--- src/sv/qrq_pkg.sv ---
// Shared types and constants for the reciprocal-quadratic quadrature block.
// No dependencies.
package qrq_pkg;

	localparam int unsigned MAX_INTERVALS_DEF = 4096;
	localparam int unsigned CNT_W = 13;
	localparam int unsigned BOUND_W = 24;
	localparam int unsigned RES_W = 32;

	typedef struct packed {
		logic signed [BOUND_W-1:0] lower_bound;
		logic signed [BOUND_W-1:0] upper_bound;
		logic [CNT_W-1:0] interval_count;
	} in_item_t;

	typedef struct packed {
		logic signed [RES_W-1:0] trapezoid_result;
		logic signed [RES_W-1:0] simpson_third_result;
		logic signed [RES_W-1:0] simpson_eighth_result;
		logic trapezoid_error;
		logic simpson_third_error;
		logic simpson_eighth_error;
	} out_item_t;

	// Datapath operations issued by the controller.
	typedef enum logic [2:0] {
		OP_NONE,
		OP_LOAD,
		OP_SAMPLE,
		OP_ACCUM,
		OP_STEP_DIV,
		OP_SCALE_DIV,
		OP_FINISH
	} dp_op_t;

	typedef struct packed {
		dp_op_t op;
		logic [1:0] sel;
	} dp_cmd_t;

	typedef struct packed {
		logic div_done;
		logic last_point;
		logic err_t;
	} dp_stat_t;

endpackage

--- src/sv/qrq_controller.sv ---
// Controller that sequences the datapath through one item.
// Depends on qrq_pkg.
module qrq_controller (
	input  logic              clk,
	input  logic              arst_n,
	input  logic              start,
	input  qrq_pkg::dp_stat_t stat,
	output qrq_pkg::dp_cmd_t  cmd,
	output logic              busy,
	output logic              done
);
	typedef enum logic [3:0] {
		S_IDLE, S_CHK, S_HDIV, S_HWAIT, S_EA, S_EAW, S_EB, S_EBW,
		S_PT, S_PTW, S_FIN, S_FDIV, S_FWAIT, S_OUT
	} state_t;

	state_t state_q;
	logic [1:0] k_q;

	always_ff @(posedge clk or negedge arst_n) begin
		if (!arst_n) begin
			state_q <= S_IDLE;
			k_q <= '0;
			done <= 1'b0;
		end else begin
			done <= 1'b0;
			case (state_q)
				S_IDLE: if (start) state_q <= S_CHK;
				S_CHK: state_q <= stat.err_t ? S_OUT : S_HDIV;
				S_HDIV: state_q <= S_HWAIT;
				S_HWAIT: if (stat.div_done) state_q <= S_EA;
				S_EA: state_q <= S_EAW;
				S_EAW: if (stat.div_done) state_q <= S_EB;
				S_EB: state_q <= S_EBW;
				S_EBW: if (stat.div_done) state_q <= S_PT;
				S_PT: state_q <= stat.last_point ? S_FIN : S_PTW;
				S_PTW: if (stat.div_done) state_q <= S_PT;
				S_FIN: state_q <= S_FDIV;
				S_FDIV: state_q <= S_FWAIT;
				S_FWAIT: if (stat.div_done) begin
					if (k_q == 2'd2) begin
						k_q <= '0;
						state_q <= S_OUT;
					end else begin
						k_q <= k_q + 2'd1;
						state_q <= S_FIN;
					end
				end
				S_OUT: begin
					done <= 1'b1;
					state_q <= S_IDLE;
				end
				default: state_q <= S_IDLE;
			endcase
		end
	end

	always_comb begin
		cmd.op = qrq_pkg::OP_NONE;
		cmd.sel = 2'd0;
		case (state_q)
			// The item is captured at the accepting edge itself.
			S_IDLE: if (start) cmd.op = qrq_pkg::OP_LOAD;
			S_HDIV: cmd.op = qrq_pkg::OP_STEP_DIV;
			S_HWAIT: cmd.sel = 2'd1;
			S_EA: begin cmd.op = qrq_pkg::OP_SAMPLE; cmd.sel = 2'd1; end
			S_EAW: if (stat.div_done) begin cmd.op = qrq_pkg::OP_ACCUM; cmd.sel = 2'd1; end
			S_EB: begin cmd.op = qrq_pkg::OP_SAMPLE; cmd.sel = 2'd2; end
			S_EBW: if (stat.div_done) begin cmd.op = qrq_pkg::OP_ACCUM; cmd.sel = 2'd3; end
			S_PT: if (!stat.last_point) cmd.op = qrq_pkg::OP_SAMPLE;
			S_PTW: if (stat.div_done) cmd.op = qrq_pkg::OP_ACCUM;
			S_FIN: begin cmd.op = qrq_pkg::OP_FINISH; cmd.sel = k_q; end
			S_FDIV: begin cmd.op = qrq_pkg::OP_SCALE_DIV; cmd.sel = k_q; end
			S_FWAIT: cmd.sel = 2'd2;
			default: ;
		endcase
	end

	assign busy = (state_q != S_IDLE);
endmodule
--- config.mk ---
export PLATFORM = sky130hd
export DESIGN_NAME = qrq_controller
export DESIGN_NICKNAME = d
export VERILOG_FILES = /design/src/sv/qrq_pkg.sv /design/src/sv/qrq_controller.sv
export SDC_FILE = /design/constraint.sdc
export NUM_CORES = 1
export LEC_CHECK = 0
export BUFFER_PORTS_ARGS = -buffer_cell sky130_fd_sc_hd__buf_2
export CAP_MARGIN = 20
export CORE_AREA = 2 2 39 41
export CTS_BUF_LIST = sky130_fd_sc_hd__clkbuf_8
export CTS_CLUSTER_SIZE = 8
export DETAILED_ROUTE_END_ITERATION = 8
export DIE_AREA = 0 0 41 43
export GPL_TIMING_DRIVEN = 0
export HOLD_SLACK_MARGIN = 0.08
export PLACE_DENSITY = 0.69
export SLEW_MARGIN = 30
export SYNTH_ARGS = -nofsm -noshare
export SYNTH_HDL_FRONTEND = slang
export SYNTH_SLANG_ARGS = --single-unit
--- constraint.sdc ---
create_clock -name clk -period 2 [get_ports clk]
set_input_delay 0.4 -clock clk [delete_from_list [all_inputs] [get_ports clk]]
set_output_delay 0.4 -clock clk [all_outputs]
set_load 0.01 [all_outputs]
# == After elaboration in Yosys (flattened, before gate mapping) ==
# Cells that the tools add are included.
# totals
register_bits,7
inputBits,6
output_inout_bits,7
word_cells,50
# op_classes
addsub,1
n_eq_ne,19
n_mux,18
n_reduce_logical,9
# ops
operator,count
$pmux 4 s12,1
$mux 4,8
$pmux 3 s9,1
$eq 4x4->1 const B,6
$eq 4x3->1 const B,4
$pmux 2 s5,1
$reduce_or 2->1,5
$eq 4x2->1 const B,2
$mux 2,4
$ne 2x2->1 const B,4
$reduce_and 5->1,1
$eq 4x1->1 const B,1
$logic_not 4->1,1
$reduce_bool 4->1,1
$mux 3,1
$add 2x1->2 const B,1
$eq 2x2->1 const B,1
$mux 1,2
$ne 2x1->1 const B,1
$reduce_and 2->1,1

# == Logic depth before layout (Yosys ltp) ==
# logic_depth
word_depth,4
mapped_depth,5

# == Worst setup path before layout ==
# Ideal clock, no wire load.
# synth_path
kind,reg2out
start,reg state_q[0]
end,out cmd[3] in the netlist's numbering
t_arrival_ps,1230
t_required_ps,1600
path_slack_ps,370
stages_incl_launch_ff,5
n_path_buf,1
cell_sequence,dfrtp_1 -> buf_2 -> nor2_1 -> a21o_1 -> a221oi_1
# synth_rtl
item,line,source
from (decl),qrq_controller.sv:17,state_t state_q;
from (signal assigned),qrq_controller.sv:29,S_CHK: state_q <= stat.err_t ? S_OUT : S_HDIV;
from (signal assigned),qrq_controller.sv:36,S_PT: state_q <= stat.last_point ? S_FIN : S_PTW;
to (decl),qrq_controller.sv:8,"output qrq_pkg::dp_cmd_t cmd,"

==> results.toml <==
[route]
vias_per_cell = 5.937
antenna_left = 0
route.vias.total = 659
wl_per_cell_um = 14.68
dr.pass1.iters = 4
drt-initial-drc-count = 30
post-route-drc-count = 0
wirelength_um = 1630

[die]
core-area_sq_um = 1384
pin_count = 13
rows = 14
dieArea_sq_um = 1763
die-width_um = 41
initial_core_util_pct = 44.03
die_h_um = 43

[clock_network]
cts_buffer_depth = 2
cts-root-buf = "clkbuf_8"
htree_levels = 1
cts-buffers-inserted = 3
path_clk_slew_ns = 0.04
cts_tree = "done"
cts.sink_count = 7
clk-insertion-delay-late_ns = 0.23

[placement]
port_buffers = 12
hpwl_um = 1169
gp_congestion = 0.8962

[setup_path]
critical_path.top_delay_family = "flip-flops"
crit_buf_inv = 2
cp-start-kind = "flip-flop"
cp-end-kind = "output port"
path_max_fanout = 10
reg2reg_slack_ns = 0.36
critPathArrivalTime_ns = 1.50
rr_startpoint = "state_q[2]"
worst-setup-path-type = "flip-flop to output port"
cp.required_ns = 1.60
cp_slowest_cell = "dfrtp_2"
crit_chain = "buf_4 > nor2_2 > a21o_1 > a221oi_1 > buf_2"
r2r-end = "state_q[1]"
slowest_delay_ns = 0.42
reg2reg_depth = 5

[final_layout]
mostFrequentLayoutCells = "13 x buf_2, 11 x nand2_1, 8 x o21ai_0"
utilization_pct = 54.16
syn_to_final_growth_pct = 23.00
fill_cells = 151
finalNetCount = 102
layout_commonest_cell = "buf_2"
diodes = 0
drive_above_1_share_pct = 31.58

[timing]
holdWs_ns = 0.5275
max-slew-margin-rel_pct = 77.02
finClkSkew_ns = 0.001037
tightestPinTransition_ns = 0.3428
setup_viol_count_final = 0
rsz0062_at_grt = "no"
finalHoldViolCount = 0
layout_min_cycle_time_ns = 1.896
timing.setup.tns_ns = 0
slew_violations = 0
max_freq_mhz = 527.4
period_share_pct = 94.80

[logic_synthesis]
synth_nets = 85
syn_area_sq_um = 609.3
syn_inst = 79
syn_avg_cell_area_sq_um = 7.713
synth_cell_types = 31
synth_top_cell_area_share_pct = 28.75
yosysSeqAreaShare_pct = 28.75
synthTopCellsByArea = "dfrtp_1 29%, nand2_1 6.8%, o21ai_0 6.6%"
ys_warn_count = 0
synth_seq_cells = 7
synth_top_area_cell = "dfrtp_1"

[pwr]
combPwrFrac_pct = 64.9
p_leak_uw = 0.0003394
peakVddDrop_mv = 0.8085
seqPwrFrac_pct = 20.3
p_int_uw = 703.9
pwr_density_cell_nw_per_um2 = 1758
switching_power_uw = 613.5
switching_share_pct = 46.57
clockPowerShare_pct = 14.8
totalPowerFinal_uw = 1317

[global_routing]
grt_antenna_before_repair = 0
grt_first_pass_wirelength_um = 2677
grt_usage_pct = 23.05
grt_pass1_vias = 580
grt_overflow = 0
grt_max_degree = 11

[job]
maxCapViolations = 0

[run_status]
status = "finished, final reports clean"

[worst_hold_path]
hold_class = "input port to asynchronous set/reset pin"
[through the flow]
stage	instance area (sq um)	cells	setup slack, ns
after floorplan	609.3	79	0.3704
after global placement	689.4	107	0.2290
after CTS	749.5	112	0.01344
after global routing	749.5	111	0.01378
final	749.5	111	0.1040
after detailed placement	689.4	107	0.1987
[what timing repair did]
action                                 CTS  global route
setup endpoints to repair                1             4
hold buffers                             1             0
endpoints found under the hold margin    7             0
setup buffers                            0             0
gates resized for setup                  2             3
[synth_stat cells, drive strengths merged]
master / number
a221oi: 2
a22oi: 1
a31oi: 1
a21bo: 1
nor4: 3
nand4b: 1
inv: 4
mux2: 2
o21a: 1
o21ai: 8
nor2: 6
nand2b: 2
a21oi: 5
a32oi: 1
nand2: 11
a21o: 1
nor3: 1
o2111ai: 1
and3: 1
xnor2: 1
buf: 6
o22ai: 2
and4bb: 1
or2: 2
nor2b: 5
a22o: 1
a32o: 1
dfrtp: 7
[worst register-to-register path, stage by stage, from the launching register on]
cell and delay (ns):
dfrtp_1 0.36, buf_4 0.19, xnor2_1 0.19, nor4_1 0.08
nor3_2 0.32, mux2_1 0.38
[logic make-up (layout without fill, tap and decap cells)]
family                    after synthesis  after routing  share of synthesized area (%)
xor gates and xnor gates                1              1                          1.438
DFF                                     7              7                          28.75
buffers and inverters                  10             26                          8.212
AOI/OAI and AO/OA                      26             26                          27.93
muxes                                   2              2                          3.696
and+or+nand+nor                        33             33                          29.98
[power groups by stage]
stage / sequential (uW) / combinational, uW / clock [uW]
floorplan: 245 / 627 / 0
global placement: 257 / 806 / 0
detailed placement: 261 / 828 / 0
CTS: 262 / 847 / 197
global route: 274 / 944 / 209
finish: 267 / 855 / 196
[how the worst max path moves through the flow]
stage / cells after the start / start / endpoint / slack, ns
final: 5 / state_q[0] / cmd[3] / 0.10
after global routing: 6 / state_q[1] / cmd[0] / 0.01
after CTS: 5 / state_q[0] / cmd[3] / 0.01
after detailed placement: 5 / state_q[0] / cmd[3] / 0.20
after global placement: 5 / state_q[0] / cmd[3] / 0.23
after floorplan: 4 / state_q[0] / cmd[3] / 0.37
[cell type report]
| type | count | area, sq um | share of cell area [%] |
|---|---|---|---|
| timing repair buffer | 13 | 70.07 | 9.349 |
| clock inverter | 1 | 3.754 | 0.5008 |
| buffer | 5 | 35.03 | 4.674 |
| clock buffer | 3 | 41.29 | 5.509 |
| tap | 16 | 20.02 | 2.671 |
| sequential | 7 | 177.7 | 23.71 |
| multi-input combinational | 62 | 386.6 | 51.59 |
| inverter | 4 | 15.01 | 2.003 |
[flip-flops by register name, summed over array words and instances, names as in the netlist]
signal / count
k_q: 2
state_q: 4
done: 1
[layer usage]
| layer | up-vias | routed length, um | track usage [%] |
|---|---|---|---|
| li1 | 320 | - | - |
| met4 | 0 | 33 | 12.00 |
| met1 | 307 | 641 | 30.00 |
| met3 | 5 | 114 | 4.712 |
| met5 | - | 0 | 0 |
| met2 | 27 | 841 | 34.38 |
Power figures use the tool's default switching activity.
